### config.mk
export PLATFORM = sky130hd
export DESIGN_NAME = ntin_queue
export DESIGN_NICKNAME = d
export VERILOG_FILES = /design/src/hw/rtl/ntin_pkg.sv /design/src/hw/rtl/ntin_queue.sv
export SDC_FILE = /design/constraint.sdc
export NUM_CORES = 1
export LEC_CHECK = 0
export BUFFER_PORTS_ARGS = -buffer_cell sky130_fd_sc_hd__buf_2
export CAP_MARGIN = 20
export CORE_MARGIN = 3
export CORE_UTILIZATION = 47
export CTS_CLUSTER_SIZE = 8
export DETAILED_ROUTE_END_ITERATION = 16
export GPL_ROUTABILITY_DRIVEN = 0
export GPL_TIMING_DRIVEN = 0
export PLACE_DENSITY_LB_ADDON = 0.25
export SLEW_MARGIN = 20
export SYNTH_ARGS = -nofsm -noshare
export SYNTH_HDL_FRONTEND = slang
export SYNTH_SLANG_ARGS = --single-unit
### constraint.sdc
create_clock -name i_clk -period 8.8 [get_ports i_clk]
set_clock_uncertainty 0.05 [all_clocks]
set_input_delay 1.76 -clock i_clk [delete_from_list [all_inputs] [get_ports i_clk]]
set_output_delay 1.76 -clock i_clk [all_outputs]
set_load 0.03 [all_outputs]
### src/hw/rtl/ntin_pkg.sv
// ----------------------------------------------------------------------------
// ntin_pkg
// Shared sizes, register indexes and types for the n-ary tree index navigator.
// ----------------------------------------------------------------------------
package ntin_pkg;

    localparam int NODE_BITS      = 48;
    localparam int MAX_BRANCH     = 16;
    localparam int MAX_LEVELS     = 47;
    localparam int MIN_BRANCH     = 2;
    localparam int MIN_DEPTH      = 1;
    localparam int LEVEL_ENTRIES  = MAX_LEVELS + 2;
    localparam int LVL_BITS       = 6;
    localparam int STEP_BITS      = $clog2(LVL_BITS);
    localparam int BR_BITS        = $clog2(MAX_BRANCH + 1);
    localparam int CHILD_BITS     = $clog2(MAX_BRANCH);
    localparam int REM_BITS       = CHILD_BITS;
    localparam int PROD_BITS      = NODE_BITS + BR_BITS;
    localparam int TBL_AW         = $clog2(LEVEL_ENTRIES);
    localparam int TBL_W          = NODE_BITS + 1;
    localparam int DIV_STEP_BITS  = 8;
    localparam int DIV_CYCLES     = NODE_BITS / DIV_STEP_BITS;
    localparam int DIV_CNT_BITS   = $clog2(DIV_CYCLES + 1);
    localparam int QUEUE_DEPTH    = 2;
    localparam int CFG_IDX_BITS   = 4;
    localparam int CFG_DATA_BITS  = 8;

    localparam logic [NODE_BITS-1:0] NODE_MASK    = '1;
    localparam logic [BR_BITS-1:0]   BRANCH_RESET = BR_BITS'(2);
    localparam logic [LVL_BITS-1:0]  DEPTH_RESET  = LVL_BITS'(10);

    localparam logic [CFG_IDX_BITS-1:0] CFG_BRANCHING = CFG_IDX_BITS'(0);
    localparam logic [CFG_IDX_BITS-1:0] CFG_MAX_DEPTH = CFG_IDX_BITS'(1);

    typedef enum logic [2:0] {
        F_BUILD,
        F_IDLE,
        F_ADDR,
        F_DATA,
        F_PUSH
    } t_front_state;

    typedef enum logic [1:0] {
        K_INNER,
        K_LEAF,
        K_BEYOND
    } t_kind;

    typedef struct packed {
        t_kind                 kind;
        logic [LVL_BITS-1:0]   level;
        logic [NODE_BITS-1:0]  position;
        logic [NODE_BITS-1:0]  parent;
        logic [PROD_BITS-1:0]  prod;
    } t_task;

endpackage

### src/hw/rtl/ntin_queue.sv
// ----------------------------------------------------------------------------
// ntin_queue
// Short request queue between the classifying front and the result back end.
// ----------------------------------------------------------------------------
module ntin_queue import ntin_pkg::*; (
    input  logic  i_clk,
    input  logic  i_rst_n,
    input  logic  i_push,
    input  t_task i_task,
    input  logic  i_pop,
    output t_task o_task,
    output logic  o_full,
    output logic  o_empty
);

    localparam int QA = $clog2(QUEUE_DEPTH);
    localparam int QC = $clog2(QUEUE_DEPTH + 1);

    t_task         r_mem [QUEUE_DEPTH];
    logic [QA-1:0] r_wp;
    logic [QA-1:0] r_rp;
    logic [QC-1:0] r_cnt;
    logic [QC-1:0] n_cnt;

    assign o_full  = (r_cnt == QC'(QUEUE_DEPTH));
    assign o_empty = (r_cnt == '0);
    assign o_task  = r_mem[r_rp];

    always_comb begin
        n_cnt = r_cnt;
        if (i_push && !i_pop) begin
            n_cnt = r_cnt + QC'(1);
        end else if (i_pop && !i_push) begin
            n_cnt = r_cnt - QC'(1);
        end
    end

    always_ff @(posedge i_clk) begin
        if (!i_rst_n) begin
            r_wp  <= '0;
            r_rp  <= '0;
            r_cnt <= '0;
        end else begin
            if (i_push) begin
                r_wp <= (r_wp == QA'(QUEUE_DEPTH - 1)) ? '0 : r_wp + QA'(1);
            end
            if (i_pop) begin
                r_rp <= (r_rp == QA'(QUEUE_DEPTH - 1)) ? '0 : r_rp + QA'(1);
            end
            r_cnt <= n_cnt;
        end
    end

    always_ff @(posedge i_clk) begin
        if (i_push) begin
            r_mem[r_wp] <= i_task;
        end
    end

    a_cnt_bound: assert property (@(posedge i_clk) disable iff (!i_rst_n)
        r_cnt <= QC'(QUEUE_DEPTH))
        else $error("queue count beyond depth");

endmodule

==> impl_metrics.toml <==
[cts]
cts.path.max_buffers = 3
cts_setup_buffers = 0
path_clk_slew_ns = 0.05
cts_made_buffers = 45
cts_resized = 0
clock-sinks = 319
cts_htree_levels = 2
cts-root-buf = "clkbuf_16"
cts_tree = "done"
insertion_delay_ns = 0.52
cts_hold_buf = 0

[cells_and_area]
final_util_pct = 63.26
layoutNonFillerInstCount = 1228
layout_common_cells = "321 x buf_2, 314 x edfxtp_1, 157 x mux2_2"
final_common_cell = "buf_2"
drive_gt1_share_pct = 61.17
fin_nets = 1048
fin_area_um2 = 15070
area_delta_synth_final_pct = 30.05

[synthesis]
synthCells = 510
synth_top_area_share_pct = 81.37
synth_area_leaders = "edfxtp_1 81%, mux2_2 15%, buf_6 1.3%"
yosysSeqAreaShare_pct = 82.24
netlist-cell-type-count = 18
synth-seq-cells = 319
synth_fp_nets = 672
netlist_area_um2 = 11590
syn_avg_cell_area_um2 = 22.72
synth_warnings = 0
yosys.area.top_type = "edfxtp_1"

[floorplan]
core_um2 = 23820
num_rows = 56
die_w_um = 163.0
initial_core_util_pct = 48.64
ios = 320
dieArea_um2 = 26570
die_y_um = 163.0

[worst_setup_path]
cp_max_fo = 10
end_kind = "primary output"
cp.required_ns = 6.99
setup.worst_path.start_class = "flop"
crit_type = "reg -> out"
reg2reg_depth = 4
reg2reg_slack_ns = 6.87
timing.rr.start = "r_wp"
r2r-end = "r_mem[0][66]"
cp.arrival_ns = 1.96

[timing]
slew_viol_final = 0
post-route-period-util_pct = 42.85
finalCriticalPeriod_ns = 3.771
max_slew.worst_pin.slew_ns = 0.7062
max_freq_mhz = 265.2
fin_tns_setup_ns = 0
slew_headroom_pct = 52.82
rsz0062_at_grt = "false"
layout_setup_ws_ns = 5.029
hold_viol = 0
final-setup-viol-count = 0

[power]
vdd_drop_max_mv = 0.1664
p_sw_share_pct = 23.34
powerDensity_nw_per_um2 = 248.0
leakage_nw = 5.689
clockPowerShare_pct = 39.6
seqPwrFrac_pct = 47.6
p_switching_mw = 0.8721
pwr-share-comb_pct = 12.8
power.internal_mw = 2.865

[global_route]
grt_pass1_wl_um = 33850
antenna_found_initial = 4
grt_pass1_vias = 6300
track_usage_pct = 16.59
gr-total-overflow = 0
grt_max_degree = 49

[routing]
vias = 5971
post-route-drc-count = 0
drtAntennaViolNets = 0
first_pass_iters = 4
wl_per_cell_um = 18.69
drtIter0Drc = 361
drt-total-wl_um = 22950
viasPerCell = 4.862

[place]
dp_cells = 1158
placed_cell_area_um2 = 13850
dp_slack_ns = 5.248
hpwlAfterDp_um = 15640
io_buffers = 319

[flow_run]
drv_cap = 0

[min_path]
worstHoldPathType = "reg -> reg"
hold_depth = 2
worstHoldStart = "r_cnt[1]"
hold_end = "r_cnt[1]"

[run_status]
outcome = "complete, no violations"
## metal layers
layer | share of wire, % | routed length, um | track usage, %
met1 | 37 | 8517 | 19.15
met2 | 50 | 11420 | 28.15
met3 | 9.5 | 2182 | 5.656
met4 | 3.5 | 807 | 7.420
met5 | 0.078 | 18 | 0
## power groups by stage
stage	Combinational (mW)	Clock, mW	Sequential (mW)
floorplan	0.317	0	1.81
global placement	0.464	0	1.82
detailed placement	0.486	0	1.81
CTS	0.489	1.52	1.78
global route	0.511	1.60	1.78
finish	0.480	1.48	1.78
## stage by stage
step           total power, mW  hold WS [ns]
2_1_floorplan            2.128        0.4235
3_3_place_gp             2.283        0.4440
3_5_place_dp             2.292        0.4611
4_1_cts                  3.789        0.4779
5_1_grt                  3.889        0.5257
6_report                 3.737        0.4800
## sequential cells by signal (all words and copies together), names as in the netlist, named ones only
| name | count |
|---|---|
| r_rp | 1 |
| r_wp | 1 |
| r_mem | 314 |
| r_cnt | 2 |
## synth_stat cells (all sizes together)
cell    count
edfxtp    314
mux2      157
buf        17
dfxtp       5
and2        4
nor2b       2
xor2        2
a21boi      1
and2b       1
ha          1
inv         1
nor2        1
o21a        1
o21ai       1
or3         1
xnor2       1
## worst max path at each step
stage	to	slack (ns)
3_3_place_gp	r_mem[0][124]	-0.11
5_1_grt	o_task[56]	4.89
2_1_floorplan	r_mem[0][0]	2.44
4_1_cts	o_task[68]	4.93
3_5_place_dp	r_mem[0][69]	5.25
6_report	o_task[68]	5.03
## cells by family after synthesis
group	count (synthesis)	synth area share [%]
flops	319	82.24
mux	157	15.26
buf+inv	18	1.512
simple gates	9	0.4859
compound gates	3	0.1728
xor+xnor	3	0.2268
fa+ha+maj	1	0.1080
## worst max-delay path, cell delays in order (launching register included)
cell and delay (ns):
dfxtp_1 0.40, buf_4 0.30, buf_6 0.20, mux2_2 0.35, buf_2 0.19
## final cells by class
cell class	instances	area [um^2]
Sequential cell	319	9529
Fill cell	1703	8753
Multi-Input combinational cell	173	1893
Timing Repair Buffer	329	1849
Clock buffer	63	1194
Tap cell	319	399.1
Buffer	17	171.4
Clock inverter	2	17.52
Antenna cell	5	12.51
Inverter	1	3.754
Note: power is estimated with default switching activity, not from simulation.
