## src/hw/rtl/ntin_pkg.sv

```systemverilog
// ----------------------------------------------------------------------------
// ntin_pkg
// Shared sizes, register indexes and types for the n-ary tree index navigator.
// ----------------------------------------------------------------------------
package ntin_pkg;

    localparam int NODE_BITS      = 48;
    localparam int MAX_BRANCH     = 16;
    localparam int MAX_LEVELS     = 47;
    localparam int MIN_BRANCH     = 2;
    localparam int MIN_DEPTH      = 1;
    localparam int LEVEL_ENTRIES  = MAX_LEVELS + 2;
    localparam int LVL_BITS       = 6;
    localparam int STEP_BITS      = $clog2(LVL_BITS);
    localparam int BR_BITS        = $clog2(MAX_BRANCH + 1);
    localparam int CHILD_BITS     = $clog2(MAX_BRANCH);
    localparam int REM_BITS       = CHILD_BITS;
    localparam int PROD_BITS      = NODE_BITS + BR_BITS;
    localparam int TBL_AW         = $clog2(LEVEL_ENTRIES);
    localparam int TBL_W          = NODE_BITS + 1;
    localparam int DIV_STEP_BITS  = 8;
    localparam int DIV_CYCLES     = NODE_BITS / DIV_STEP_BITS;
    localparam int DIV_CNT_BITS   = $clog2(DIV_CYCLES + 1);
    localparam int QUEUE_DEPTH    = 2;
    localparam int CFG_IDX_BITS   = 4;
    localparam int CFG_DATA_BITS  = 8;

    localparam logic [NODE_BITS-1:0] NODE_MASK    = '1;
    localparam logic [BR_BITS-1:0]   BRANCH_RESET = BR_BITS'(2);
    localparam logic [LVL_BITS-1:0]  DEPTH_RESET  = LVL_BITS'(10);

    localparam logic [CFG_IDX_BITS-1:0] CFG_BRANCHING = CFG_IDX_BITS'(0);
    localparam logic [CFG_IDX_BITS-1:0] CFG_MAX_DEPTH = CFG_IDX_BITS'(1);

    typedef enum logic [2:0] {
        F_BUILD,
        F_IDLE,
        F_ADDR,
        F_DATA,
        F_PUSH
    } t_front_state;

    typedef enum logic [1:0] {
        K_INNER,
        K_LEAF,
        K_BEYOND
    } t_kind;

    typedef struct packed {
        t_kind                 kind;
        logic [LVL_BITS-1:0]   level;
        logic [NODE_BITS-1:0]  position;
        logic [NODE_BITS-1:0]  parent;
        logic [PROD_BITS-1:0]  prod;
    } t_task;

endpackage

```

## src/hw/rtl/ntin_back.sv

```systemverilog
// ----------------------------------------------------------------------------
// ntin_back
// Result generator: walks request children, one per cycle unless stalled.
// ----------------------------------------------------------------------------
module ntin_back import ntin_pkg::*; (
    input  logic                 i_clk,
    input  logic                 i_rst_n,
    input  logic [BR_BITS-1:0]   i_branch,
    input  t_task                i_task,
    input  logic                 i_empty,
    output logic                 o_pop,
    output logic                 o_out_valid,
    input  logic                 i_out_ready,
    output logic [LVL_BITS-1:0]  o_level,
    output logic [NODE_BITS-1:0] o_position,
    output logic [NODE_BITS-1:0] o_parent,
    output logic [NODE_BITS-1:0] o_child,
    output logic                 o_has_child,
    output logic                 o_out_of_tree,
    output logic                 o_last
);

    logic [CHILD_BITS-1:0] r_x;
    logic                  r_out_valid;
    logic [LVL_BITS-1:0]   r_level;
    logic [NODE_BITS-1:0]  r_position;
    logic [NODE_BITS-1:0]  r_parent;
    logic [NODE_BITS-1:0]  r_child;
    logic                  r_has_child;
    logic                  r_out_of_tree;
    logic                  r_last;

    logic                  load;
    logic                  fire;
    logic [BR_BITS-1:0]    bm1;
    logic                  last_x;
    logic [PROD_BITS-1:0]  csum;
    logic                  fits;
    logic [NODE_BITS-1:0]  n_child;
    logic                  n_has_child;
    logic                  n_out_of_tree;
    logic                  n_last;

    assign load   = !r_out_valid || i_out_ready;
    assign fire   = load && !i_empty;
    assign bm1    = i_branch - BR_BITS'(1);
    assign last_x = ({1'b0, r_x} == bm1);
    assign csum   = i_task.prod + PROD_BITS'(r_x) + PROD_BITS'(1);
    assign fits   = (csum[PROD_BITS-1:NODE_BITS] == '0);
    assign o_pop  = fire && n_last;

    always_comb begin
        case (i_task.kind)
            K_INNER: begin
                n_child       = fits ? csum[NODE_BITS-1:0] : '0;
                n_has_child   = fits;
                n_out_of_tree = !fits;
                n_last        = last_x;
            end
            K_BEYOND: begin
                n_child       = '0;
                n_has_child   = 1'b0;
                n_out_of_tree = 1'b1;
                n_last        = 1'b1;
            end
            default: begin
                n_child       = '0;
                n_has_child   = 1'b0;
                n_out_of_tree = 1'b0;
                n_last        = 1'b1;
            end
        endcase
    end

    always_ff @(posedge i_clk) begin
        if (!i_rst_n) begin
            r_out_valid <= 1'b0;
            r_x         <= '0;
        end else if (fire) begin
            r_out_valid <= 1'b1;
            r_x         <= n_last ? '0 : r_x + CHILD_BITS'(1);
        end else if (i_out_ready) begin
            r_out_valid <= 1'b0;
        end
    end

    always_ff @(posedge i_clk) begin
        if (fire) begin
            r_level       <= i_task.level;
            r_position    <= i_task.position;
            r_parent      <= i_task.parent;
            r_child       <= n_child;
            r_has_child   <= n_has_child;
            r_out_of_tree <= n_out_of_tree;
            r_last        <= n_last;
        end
    end

    assign o_out_valid   = r_out_valid;
    assign o_level       = r_level;
    assign o_position    = r_position;
    assign o_parent      = r_parent;
    assign o_child       = r_child;
    assign o_has_child   = r_has_child;
    assign o_out_of_tree = r_out_of_tree;
    assign o_last        = r_last;

    a_run_holds_head: assert property (@(posedge i_clk) disable iff (!i_rst_n)
        (r_x != '0) |-> !i_empty)
        else $error("child run lost its request");

endmodule

```

## config.mk

```make
export PLATFORM = sky130hd
export DESIGN_NAME = ntin_back
export DESIGN_NICKNAME = d
export VERILOG_FILES = /design/src/hw/rtl/ntin_pkg.sv /design/src/hw/rtl/ntin_back.sv
export SDC_FILE = /design/constraint.sdc
export NUM_CORES = 1
export LEC_CHECK = 0
export ABC_CLOCK_PERIOD_IN_PS = 12600
export BUFFER_PORTS_ARGS = -buffer_cell sky130_fd_sc_hd__buf_2
export CAP_MARGIN = 20
export CORE_ASPECT_RATIO = 1.25
export CORE_MARGIN = 2
export CORE_UTILIZATION = 40
export DETAILED_ROUTE_END_ITERATION = 10
export PLACE_DENSITY = 0.71
export RECOVER_POWER = 25
export SYNTH_ARGS = -nofsm -noshare
export SYNTH_HDL_FRONTEND = slang
export SYNTH_SLANG_ARGS = --single-unit
```

## constraint.sdc

```tcl
create_clock -name i_clk -period 12.6 [get_ports i_clk]
set_input_delay 1.89 -clock i_clk [delete_from_list [all_inputs] [get_ports i_clk]]
set_output_delay 1.89 -clock i_clk [all_outputs]
set_load 0.01 [all_outputs]
```

==> results of run 1 <==
==> cell families (layout without fill, tap and decap cells) <==
family | after synthesis | after routing
buf+inv | 32 | 370
fa+ha+maj | 7 | 7
mux | 1 | 1
compound gates | 22 | 22
flops | 158 | 158
xor+xnor | 54 | 54
other cells | 0 | 1
simple gates | 165 | 165
==> cell type report <==
type / count / area, um^2 / share of cell area
diodes: 1 / 2.50 / 0.000280
multi-input cells: 249 / 1700 / 0.190
flip-flops and latches: 158 / 4690 / 0.525
repair buffers: 325 / 1620 / 0.182
well taps: 216 / 270 / 0.0302
inverters: 13 / 48.8 / 0.00546
clock inverters: 15 / 176 / 0.0197
clock buffers: 17 / 425 / 0.0476
==> final timing paths <==
kind,start,endpoint,slack (ns),cells after the start
worst min register to register,o_out_valid,o_out_valid,0.51,2
worst max register to register,r_x[0],o_child[8],8.99,10
worst max-delay path,i_branch[0],o_pop,7.31,9
worst min-delay path,o_out_valid,o_out_valid,0.51,2
==> worst min-delay path: cells and delay by family, from the launching register on <==
family,cells,cell delay (ns)
AO/OA/AOI/OAI,1,0.08
AND/OR/NAND/NOR,1,0.08
flip-flops,1,0.31
==> power breakdown <==
| group | total, uW | internal, uW | switching [uW] | leakage [uW] |
|---|---|---|---|---|
| registers | 617 | 609 | 8.17 | 0.00153 |
| logic | 118 | 48.5 | 70.0 | 0.00173 |
| clock network | 518 | 299 | 219 | 0.000294 |
==> flip-flops by register name, indices dropped and copies added, names as in the netlist <==
name / cells
o_out_valid: 1
o_level: 6
o_last: 1
o_parent: 48
o_out_of_tree: 1
o_position: 48
r_x: 4
o_child: 48
o_has_child: 1
==> layer usage <==
metal,GRT usage,vias to the layer above
met5,0,-
li1,-,2316
met1,0.234,2326
met3,0.0714,22
met2,0.371,216
met4,0.0744,8
==> through the flow <==
stage               power (uW)  hold slack [ns]
floorplan                  683            0.515
global placement           746            0.496
detailed placement         748            0.508
CTS                       1270            0.518
global route              1300            0.554
finish                    1250            0.512
==> cell usage in the layout, fill, tap and decap left out, drive strengths merged, types with 2 or more instances in the layout <==
| cell | synthesis | routed |
|---|---|---|
| a211oi | 5 | 5 |
| xor2 | 11 | 11 |
| edfxtp | 153 | 153 |
| and2 | 5 | 5 |
| o21ai | 2 | 2 |
| nor2 | 10 | 10 |
| clkbuf | 13 | 30 |
| nor2b | 5 | 5 |
| nor3 | 62 | 62 |
| and4 | 6 | 6 |
| and3 | 6 | 6 |
| clkinv | 0 | 6 |
| buf | 6 | 312 |
| xnor2 | 43 | 43 |
| ha | 6 | 6 |
| nor4 | 10 | 10 |
| nand3 | 14 | 14 |
| nand2 | 22 | 22 |
| inv | 13 | 19 |
| dfxtp | 5 | 5 |
| nand2b | 4 | 4 |
| bufinv | 0 | 2 |
| or2 | 2 | 2 |
| nand4 | 15 | 15 |
| a21o | 3 | 3 |
==> impl_metrics.tcl, run 1 <==
set metrics [dict create \
    cts.clk_slew.worst_paths_ns 0.06 \
    fin_worst_skew_ns 0.0125 \
    path_class "in2out" \
    crit_arrival_ns 3.40 \
    drtAntennaViolNets 0 \
    setup_violations 0 \
    finalInstanceArea_um2 8940 \
    hold_viol 0 \
    overflow 0 \
    dr.pass1.iters 5 \
    cp.required_ns 10.71 \
    synth_top_family_by_area "simple AND/OR/NAND/NOR gates" \
    ioPinCount 321 \
    fmax_mhz 189 \
    die_w_um 118 \
    ys_warn_count 0 \
    yosys.area_share.xor_xnor 0.0723 \
    vdd_drop_max_mv 0.0895 \
    placed_area_um2 8350 \
    clk_latency_ns 0.42 \
    fin_tns_setup_ns 0 \
    core_um2 16100 \
    synth-compound-area-share 0.0319 \
    dp_slack_ns 7.31 \
    min_period_ns 5.29 \
    syn-num-nets 612 \
    antenna_found_initial 6 \
    critPathMaxFanout 5 \
    wirelength_met1_mm 7.05 \
    rsz0062_at_grt "false" \
    cts_buffer_depth 2 \
    synthCells 439 \
    clock-sinks 158 \
    die_area_um2 17400 \
    cts_hold_buffers 0 \
    synth-simple-area-share 0.138 \
    path_buf_inv 3 \
    final_nets 937 \
    grt_pass1_vias 4731 \
    yosysTopAreaCell "edfxtp_1" \
    synthMuxAreaShare 0.00153 \
    power.leakage_uw 0.00355 \
    crit_path_frequent_cell "buf_2" \
    netlist_area_um2 6550 \
    ys_top_cells_by_area "edfxtp_1 70%, xnor2_1 5.8%, nor3_1 4.7%" \
    cts_root_buf "clkbuf_16" \
    grt.total_usage 0.209 \
    slew_headroom 0.384 \
    synth_top_area_frac 0.702 \
    start_util 0.406 \
    synth_commonest_cells "153 x edfxtp_1, 62 x nor3_1, 43 x xnor2_1" \
    post_drt_wl_per_cell_um 18.6 \
    critPathMaxStageDelay_ns 0.28 \
    ys_seq_area_frac 0.717 \
    cp_top_family "compound AO/OA/AOI/OAI gates" \
    instances_no_fill 994 \
    cts_resized 0 \
    avgSynthCellArea_um2 14.9 \
    timing.final.max_slew_violations 0 \
    worstPathCellList "buf_2 -> inv_1 -> ha_1 -> nor2b_1 -> a21o_1 -> a211o_1 -> a31o_2 -> and2_1 -> buf_2" \
    maxCapViolCount 0 \
    std_cell_rows 52 \
    place_congestion 0.803 \
    grt_pass1_wl_mm 26.8 \
    routed.top_layer "met5" \
    wl_met3_mm 1.38 \
    detailed_place_hpwl_mm 14.2 \
    synth_top_flop_cell "edfxtp_1" \
    async_reset_ff_frac 0 \
    worst_pin_slew_ns 0.922 \
    vias 4888 \
    vias_per_cell 4.92 \
    synth_fa_ha_area_frac 0.0145 \
    layout-drive-gt1-share 0.462 \
    setup.worst_path.end_class "output pin" \
    dp_cells 961 \
    cp_slowest_cell "a211o_1" \
    synth.distinct_cells 48 \
    die_h_um 147 \
    nFillCells 1437 \
    final.setup.worst_slack_ns 7.31 \
    cts_buffers 17 \
    power_density_nw_per_um2 140 \
    drt_iter0_drc 377 \
    period_share 0.420 \
    routed_wl_mm 18.5 \
    yosysMostFrequentCell "edfxtp_1" \
    cts_tree "done" \
    cp-start-kind "input port" \
    wl_met2_mm 9.75 \
    grt_max_degree 70 \
    drc_errors 0 \
    yosys_register_bits 158 \
    status "finished clean" \
    synth_edf_count 153 \
    cts_max_level 4 \
    io_buffers 320 \
    post_cts.repair.setup_buffers 0 \
    area_growth_pct 36.6 \
    hold_class "reg2reg" \
    final_util 0.554 \
]
(Power assumes the default switching activity.)
==> run 2: changes to the inputs <==
--- a/config.mk
+++ b/config.mk
@@ -5,14 +5,15 @@
 export SDC_FILE = /design/constraint.sdc
 export NUM_CORES = 1
 export LEC_CHECK = 0
-export ABC_CLOCK_PERIOD_IN_PS = 12600
+export ABC_AREA = 1
+export ABC_CLOCK_PERIOD_IN_PS = 4550
 export BUFFER_PORTS_ARGS = -buffer_cell sky130_fd_sc_hd__buf_2
 export CAP_MARGIN = 20
 export CORE_ASPECT_RATIO = 1.25
 export CORE_MARGIN = 2
 export CORE_UTILIZATION = 40
 export DETAILED_ROUTE_END_ITERATION = 10
-export PLACE_DENSITY = 0.71
+export PLACE_DENSITY = 0.73
 export RECOVER_POWER = 25
 export SYNTH_ARGS = -nofsm -noshare
 export SYNTH_HDL_FRONTEND = slang
==> constraint.sdc (replaced) <==
create_clock -name i_clk -period 4.55 [get_ports i_clk]
set_input_delay 0.6825 -clock i_clk [delete_from_list [all_inputs] [get_ports i_clk]]
set_output_delay 0.6825 -clock i_clk [all_outputs]
set_load 0.01 [all_outputs]
==> impl_metrics.tcl, run 2 <==
set metrics [dict create \
    status "finished with violations" \
    failed_checks "max-capacitance violations, max-slew violations" \
    clock-sinks 158 \
    synth_edf_count 153 \
    cp_slowest_cell "nand4_2" \
    fin_worst_skew_ns 0.00812 \
    ys_top_cells_by_area "edfxtp_1 65%, nand2_1 6.5%, nor2_1 5.8%" \
    worstPathCellList "inv_1 -> ha_1 -> fa_1 -> nand3b_1 -> nand2_1 -> nand3_4 -> nor2_4 -> nand2_1 -> nand2_1 -> nand2_1 -> nor2_2 -> nand4_2 -> buf_12 -> nor2_1" \
    post_drt_wl_per_cell_um 18.8 \
    path_class "reg2reg" \
    r2r_cells 14 \
    ys_seq_area_frac 0.668 \
    power_density_nw_per_um2 374 \
    grt_pass1_vias 5700 \
    setup.worst_path.end_class "flip-flop" \
    slew_headroom -0.210 \
    period_share 0.735 \
    ioPinCount 321 \
    antenna_found_initial 5 \
    netlist_area_um2 7030 \
    detailed_place_hpwl_mm 18.0 \
    cts_resized 0 \
    cts_tree "done" \
    routed_wl_mm 22.4 \
    yosysMostFrequentCell "edfxtp_1" \
    synth.distinct_cells 31 \
    power_frac_clock 0.420 \
    cts_root_buf "clkbuf_16" \
    hold_viol 0 \
    io_buffers 320 \
    maxCapViolCount 1 \
    hold-worst-slack_ns 0.437 \
    fin_tns_setup_ns 0 \
    switchingPower_uw 859 \
    crit_cells 14 \
    p_seq_frac 0.478 \
    synthCells 611 \
    endpoint "o_child[17]" \
    std_cell_rows 54 \
    cp.required_ns 4.81 \
    yosys_register_bits 158 \
    r2r_slack_ns 1.21 \
    async_reset_ff_frac 0 \
    synth_top_flop_cell "edfxtp_1" \
    syn-num-nets 784 \
    cp-start-kind "flip-flop" \
    rsz0062_at_grt "false" \
    drt_iter0_drc 403 \
    fmax_mhz 299 \
    cts.clk_slew.worst_paths_ns 0.07 \
    die_w_um 123 \
    critPathMaxStageDelay_ns 0.44 \
    final_common_cell "buf_2" \
    area_growth_pct 35.8 \
    core_um2 17400 \
    layout-drive-gt1-share 0.398 \
    avgSynthCellArea_um2 11.5 \
    drtAntennaViolNets 0 \
    place_congestion 0.964 \
    power.leakage_uw 0.00419 \
    vias 5650 \
    yosysTopAreaCell "edfxtp_1" \
    critPathMaxFanout 33 \
    die_h_um 152 \
    comb_power_share 0.102 \
    timing.rr.end "o_child[17]" \
    drc_errors 0 \
    ys_warn_count 0 \
    grt_max_degree 65 \
    timing.final.max_slew_violations 35 \
    grt.total_usage 0.237 \
    path_buf_inv 2 \
    swShare 0.241 \
    cts_buffer_depth 2 \
    final_nets 1122 \
    dr.pass1.iters 4 \
    cp_top_family "simple AND/OR/NAND/NOR gates" \
    cts_max_level 4 \
    worst_pin_slew_ns 1.82 \
    crit_start "r_x[0]" \
    hold_class "in2reg" \
    setup_violations 0 \
    overflow 0 \
    synth_commonest_cells "153 x edfxtp_1, 122 x nand2_1, 108 x nor2_1" \
    start_util 0.405 \
    intPower_uw 2710 \
    vdd_drop_max_mv 0.251 \
    min_period_ns 3.34 \
    post_cts.repair.setup_buffers 0 \
    layout_common_cells "320 x buf_2, 153 x edfxtp_1, 122 x nand2_1, 108 x nor2_1, 67 x inv_1" \
    clk_latency_ns 0.42 \
    crit_path_frequent_cell "nand2_1" \
    cts_buffers 17 \
    crit_arrival_ns 3.61 \
    synth_top_area_frac 0.654 \
    grt_pass1_wl_mm 32.1 \
    die_area_um2 18700 \
    r2r_start "r_x[0]" \
    cts_hold_buffers 0 \
    vias_per_cell 4.75 \
]
[run 2: cell count changes in the layout (fill, tap and decap cells not counted), sizes merged, moves of 9 or more]
cell and delta:
nor2 +115, nand2 +105, inv +58, nor3 -54
buf +11, clkbuf -11, xnor2 -9
[run 2: worst min-delay path by stage]
stage          cells after the start           end  slack (ns)       start
6_report                           1  o_parent[43]        0.44  i_task[96]
5_1_grt                            1   o_parent[8]        0.41  i_task[61]
4_1_cts                            1  o_parent[23]        0.42  i_task[76]
3_5_place_dp                       2        r_x[0]        0.52      r_x[0]
3_3_place_gp                       2        r_x[0]        0.50      r_x[0]
2_1_floorplan                      2        r_x[0]        0.48      r_x[0]
[run 2: metrics by stage]
stage / instance area, um^2 / util / worst slack, ns / total power [uW] / std cells
2_1_floorplan: 7040 / - / 0.0926 / 1890 / 611
3_3_place_gp: 8920 / 0.514 / 0.989 / 2090 / 1154
3_5_place_dp: 8920 / 0.514 / 0.894 / 2100 / 1154
4_1_cts: 9540 / 0.549 / 1.15 / 3600 / 1186
5_1_grt: 9540 / 0.550 / 0.910 / 3690 / 1189
6_report: 9540 / 0.550 / 1.21 / 3570 / 1189
[run 2: layer usage]
metal / GRT usage / vias to the layer above / part of all wire
li1: - / 2722 / -
met1: 0.242 / 2634 / 0.34
met2: 0.398 / 248 / 0.49
met3: 0.125 / 42 / 0.13
met4: 0.102 / 4 / 0.034
met5: 0 / - / 0.0014
[run 2: cells by family (layout without fill, tap and decap cells)]
logic type / after synthesis / after routing / share of synthesized area
flip-flops: 158 / 158 / 0.668
AO/OA/AOI/OAI: 9 / 9 / 0.00748
XOR/XNOR: 53 / 53 / 0.0660
other: 0 / 3 / 0
adder cells (fa/ha/maj): 7 / 7 / 0.0135
AND/OR/NAND/NOR: 310 / 310 / 0.202
buffers and inverters: 74 / 425 / 0.0434
[run 2: worst reg2reg max path, stage by stage (launching register included)]
cell and delay (ns):
dfxtp_1 0.40, inv_1 0.11, ha_1 0.25, fa_1 0.41, nand3b_1 0.17, nand2_1 0.26, nand3_4 0.13, nor2_4 0.19
nand2_1 0.08, nand2_1 0.06, nand2_1 0.05, nor2_2 0.14, nand4_2 0.44, buf_12 0.38, nor2_1 0.13
[run 2: power by group through the flow]
stage	clock network, uW	registers [uW]	logic, uW
3_5_place_dp	0	1740	364
3_3_place_gp	0	1740	358
2_1_floorplan	0	1790	106
5_1_grt	1580	1720	394
4_1_cts	1530	1710	366
6_report	1500	1710	363
[run 2: final cells by class]
| class | instances | area [um^2] |
|---|---|---|
| antenna | 3 | 7.51 |
| clock buffer | 18 | 429 |
| clock inverter | 14 | 191 |
| fill | 1529 | 7820 |
| inverter | 69 | 259 |
| multi-input combinational | 379 | 2040 |
| sequential | 158 | 4690 |
| tap | 224 | 280 |
| timing repair buffer | 324 | 1640 |
==> run 3: changes to the inputs <==
--- a/config.mk
+++ b/config.mk
@@ -6,14 +6,14 @@
 export NUM_CORES = 1
 export LEC_CHECK = 0
 export ABC_AREA = 1
-export ABC_CLOCK_PERIOD_IN_PS = 4550
+export ABC_CLOCK_PERIOD_IN_PS = 3260
 export BUFFER_PORTS_ARGS = -buffer_cell sky130_fd_sc_hd__buf_2
 export CAP_MARGIN = 20
 export CORE_ASPECT_RATIO = 1.25
 export CORE_MARGIN = 2
 export CORE_UTILIZATION = 40
 export DETAILED_ROUTE_END_ITERATION = 10
-export PLACE_DENSITY = 0.73
+export PLACE_DENSITY = 0.7
 export RECOVER_POWER = 25
 export SYNTH_ARGS = -nofsm -noshare
 export SYNTH_HDL_FRONTEND = slang
==> constraint.sdc (replaced) <==
create_clock -name i_clk -period 3.26 [get_ports i_clk]
set_input_delay 0.489 -clock i_clk [delete_from_list [all_inputs] [get_ports i_clk]]
set_output_delay 0.489 -clock i_clk [all_outputs]
set_load 0.01 [all_outputs]
==> impl_metrics.tcl, run 3 (synthesized netlist as in run 2, its figures left out) <==
set metrics [dict create \
    status "finished clean" \
    cts_buffer_depth 2 \
    cp.required_ns 3.53 \
    clk_latency_ns 0.43 \
    post_cts.repair.setup_buffers 0 \
    dr.pass1.iters 5 \
    drtAntennaViolNets 0 \
    hold-worst-slack_ns 0.236 \
    path_class "reg2reg" \
    dp_cells 1155 \
    clock-sinks 158 \
    die_area_um2 18700 \
    grt_busiest_layer "met2" \
    die_w_um 123 \
    min_period_ns 2.89 \
    cts_root_buf "clkbuf_16" \
    grt.total_usage 0.245 \
    layout-drive-gt1-share 0.397 \
    ioPinCount 321 \
    fin_worst_skew_ns 0.00892 \
    use_met3 0.0917 \
    layout_common_cells "316 x buf_2, 153 x edfxtp_1, 122 x nand2_1, 108 x nor2_1, 65 x inv_1" \
    min_from "i_task[89]" \
    final_nets 1123 \
    die_h_um 152 \
    min_to "o_parent[36]" \
    timing.rr.end "o_child[16]" \
    met2_usage 0.410 \
    slew_headroom 0.0951 \
    vias 5703 \
    cts_tree "done" \
    final_common_cell "buf_2" \
    drt_iter0_drc 502 \
    worst_pin_slew_ns 1.36 \
    drc_errors 0 \
    detailed_place_hpwl_mm 18.4 \
    place_congestion 0.944 \
    overflow 0 \
    antenna_found_initial 4 \
    critPathMaxFanout 37 \
    use_met1 0.282 \
    cts_hold_buffers 0 \
    crit_arrival_ns 3.16 \
    hold_viol 0 \
    r2r_start "r_x[0]" \
    grt_pass1_wl_mm 33.1 \
    io_buffers 320 \
    cts_buffers 17 \
    std_cell_rows 54 \
    cp-start-kind "flip-flop" \
    fmax_mhz 346 \
    grt_max_degree 105 \
    power_density_nw_per_um2 515 \
    nFillCells 1550 \
    vdd_drop_max_mv 0.369 \
    hold_class "in2reg" \
    rsz0062_at_grt "false" \
    maxCapViolCount 0 \
    r2r_cells 14 \
    area_growth_pct 35.7 \
    start_util 0.405 \
    period_share 0.887 \
    instances_no_fill 1189 \
    cts.clk_slew.worst_paths_ns 0.07 \
    post_drt_wl_per_cell_um 19.4 \
    vias_per_cell 4.80 \
    grt_pass1_vias 5700 \
    timing.final.max_slew_violations 0 \
    whs_path_depth 1 \
    setup.worst_path.end_class "flip-flop" \
    cts_max_level 4 \
    core_um2 17400 \
    setup_violations 0 \
    r2r_slack_ns 0.37 \
    routed_wl_mm 23.1 \
    power.leakage_uw 0.00417 \
    cts_resized 0 \
]
-- run 3: per-stage QoR --
stage / setup slack, ns / util / total power, uW / area, um^2 / setup TNS (ns)
floorplan: -0.738 / - / 2650 / 7050 / -43.45
finish: 0.368 / 0.549 / 4910 / 9540 / 0
detailed placement: 0.235 / 0.516 / 2940 / 8960 / 0
global placement: 0.368 / 0.516 / 2930 / 8960 / 0
global route: 0.115 / 0.549 / 5080 / 9530 / 0
CTS: 0.329 / 0.551 / 4970 / 9560 / 0
-- run 3: metal layers --
metal  share of wire  routed length, um  vias up
met1            0.36               8400     2634
met2            0.49              11400      289
met5          0.0012                 27        -
met4           0.030                685        4
li1                -                  -     2723
met3            0.11               2600       53
-- run 3: area by class of cell --
class,count,area [um^2],share of cell area
antenna,2,5.00,0.000525
clock buffer,17,425,0.0446
clock inverter,15,173,0.0181
inverter,69,272,0.0285
multi-input combinational,379,2030,0.213
sequential,158,4690,0.492
tap,224,280,0.0294
timing repair buffer,325,1660,0.174
-- run 3: worst max-delay path by stage --
stage	start	to	slack (ns)	cells after the start
after floorplan	i_out_ready	o_pop	-0.74	4
after global placement	i_task[0]	o_child[20]	0.37	14
after detailed placement	i_task[0]	o_child[25]	0.24	15
after CTS	r_x[0]	o_child[16]	0.33	14
after global routing	r_x[0]	o_child[23]	0.12	14
final	r_x[0]	o_child[16]	0.37	14
-- run 3: power by group --
| group | switching (uW) | leakage [uW] | total [uW] | internal, uW |
|---|---|---|---|---|
| Clock | 863 | 0.000285 | 2020 | 1150 |
| Sequential | 28.6 | 0.00153 | 2380 | 2350 |
| Combinational | 317 | 0.00236 | 511 | 194 |
| Total | 1210 | 0.00417 | 4910 | 3700 |
-- run 3: critical path, cell delays in order, from the launching register on --
cell and delay (ns):
dfxtp_1 0.39, inv_1 0.11, ha_1 0.23, fa_1 0.41, nand3b_1 0.17, nand2_1 0.25
nand3_4 0.13, nor2_4 0.19, nand2_1 0.07, nand2_1 0.06, nand2_1 0.05, nor2_2 0.14
nand4_2 0.16, buf_12 0.23, nor2_1 0.13
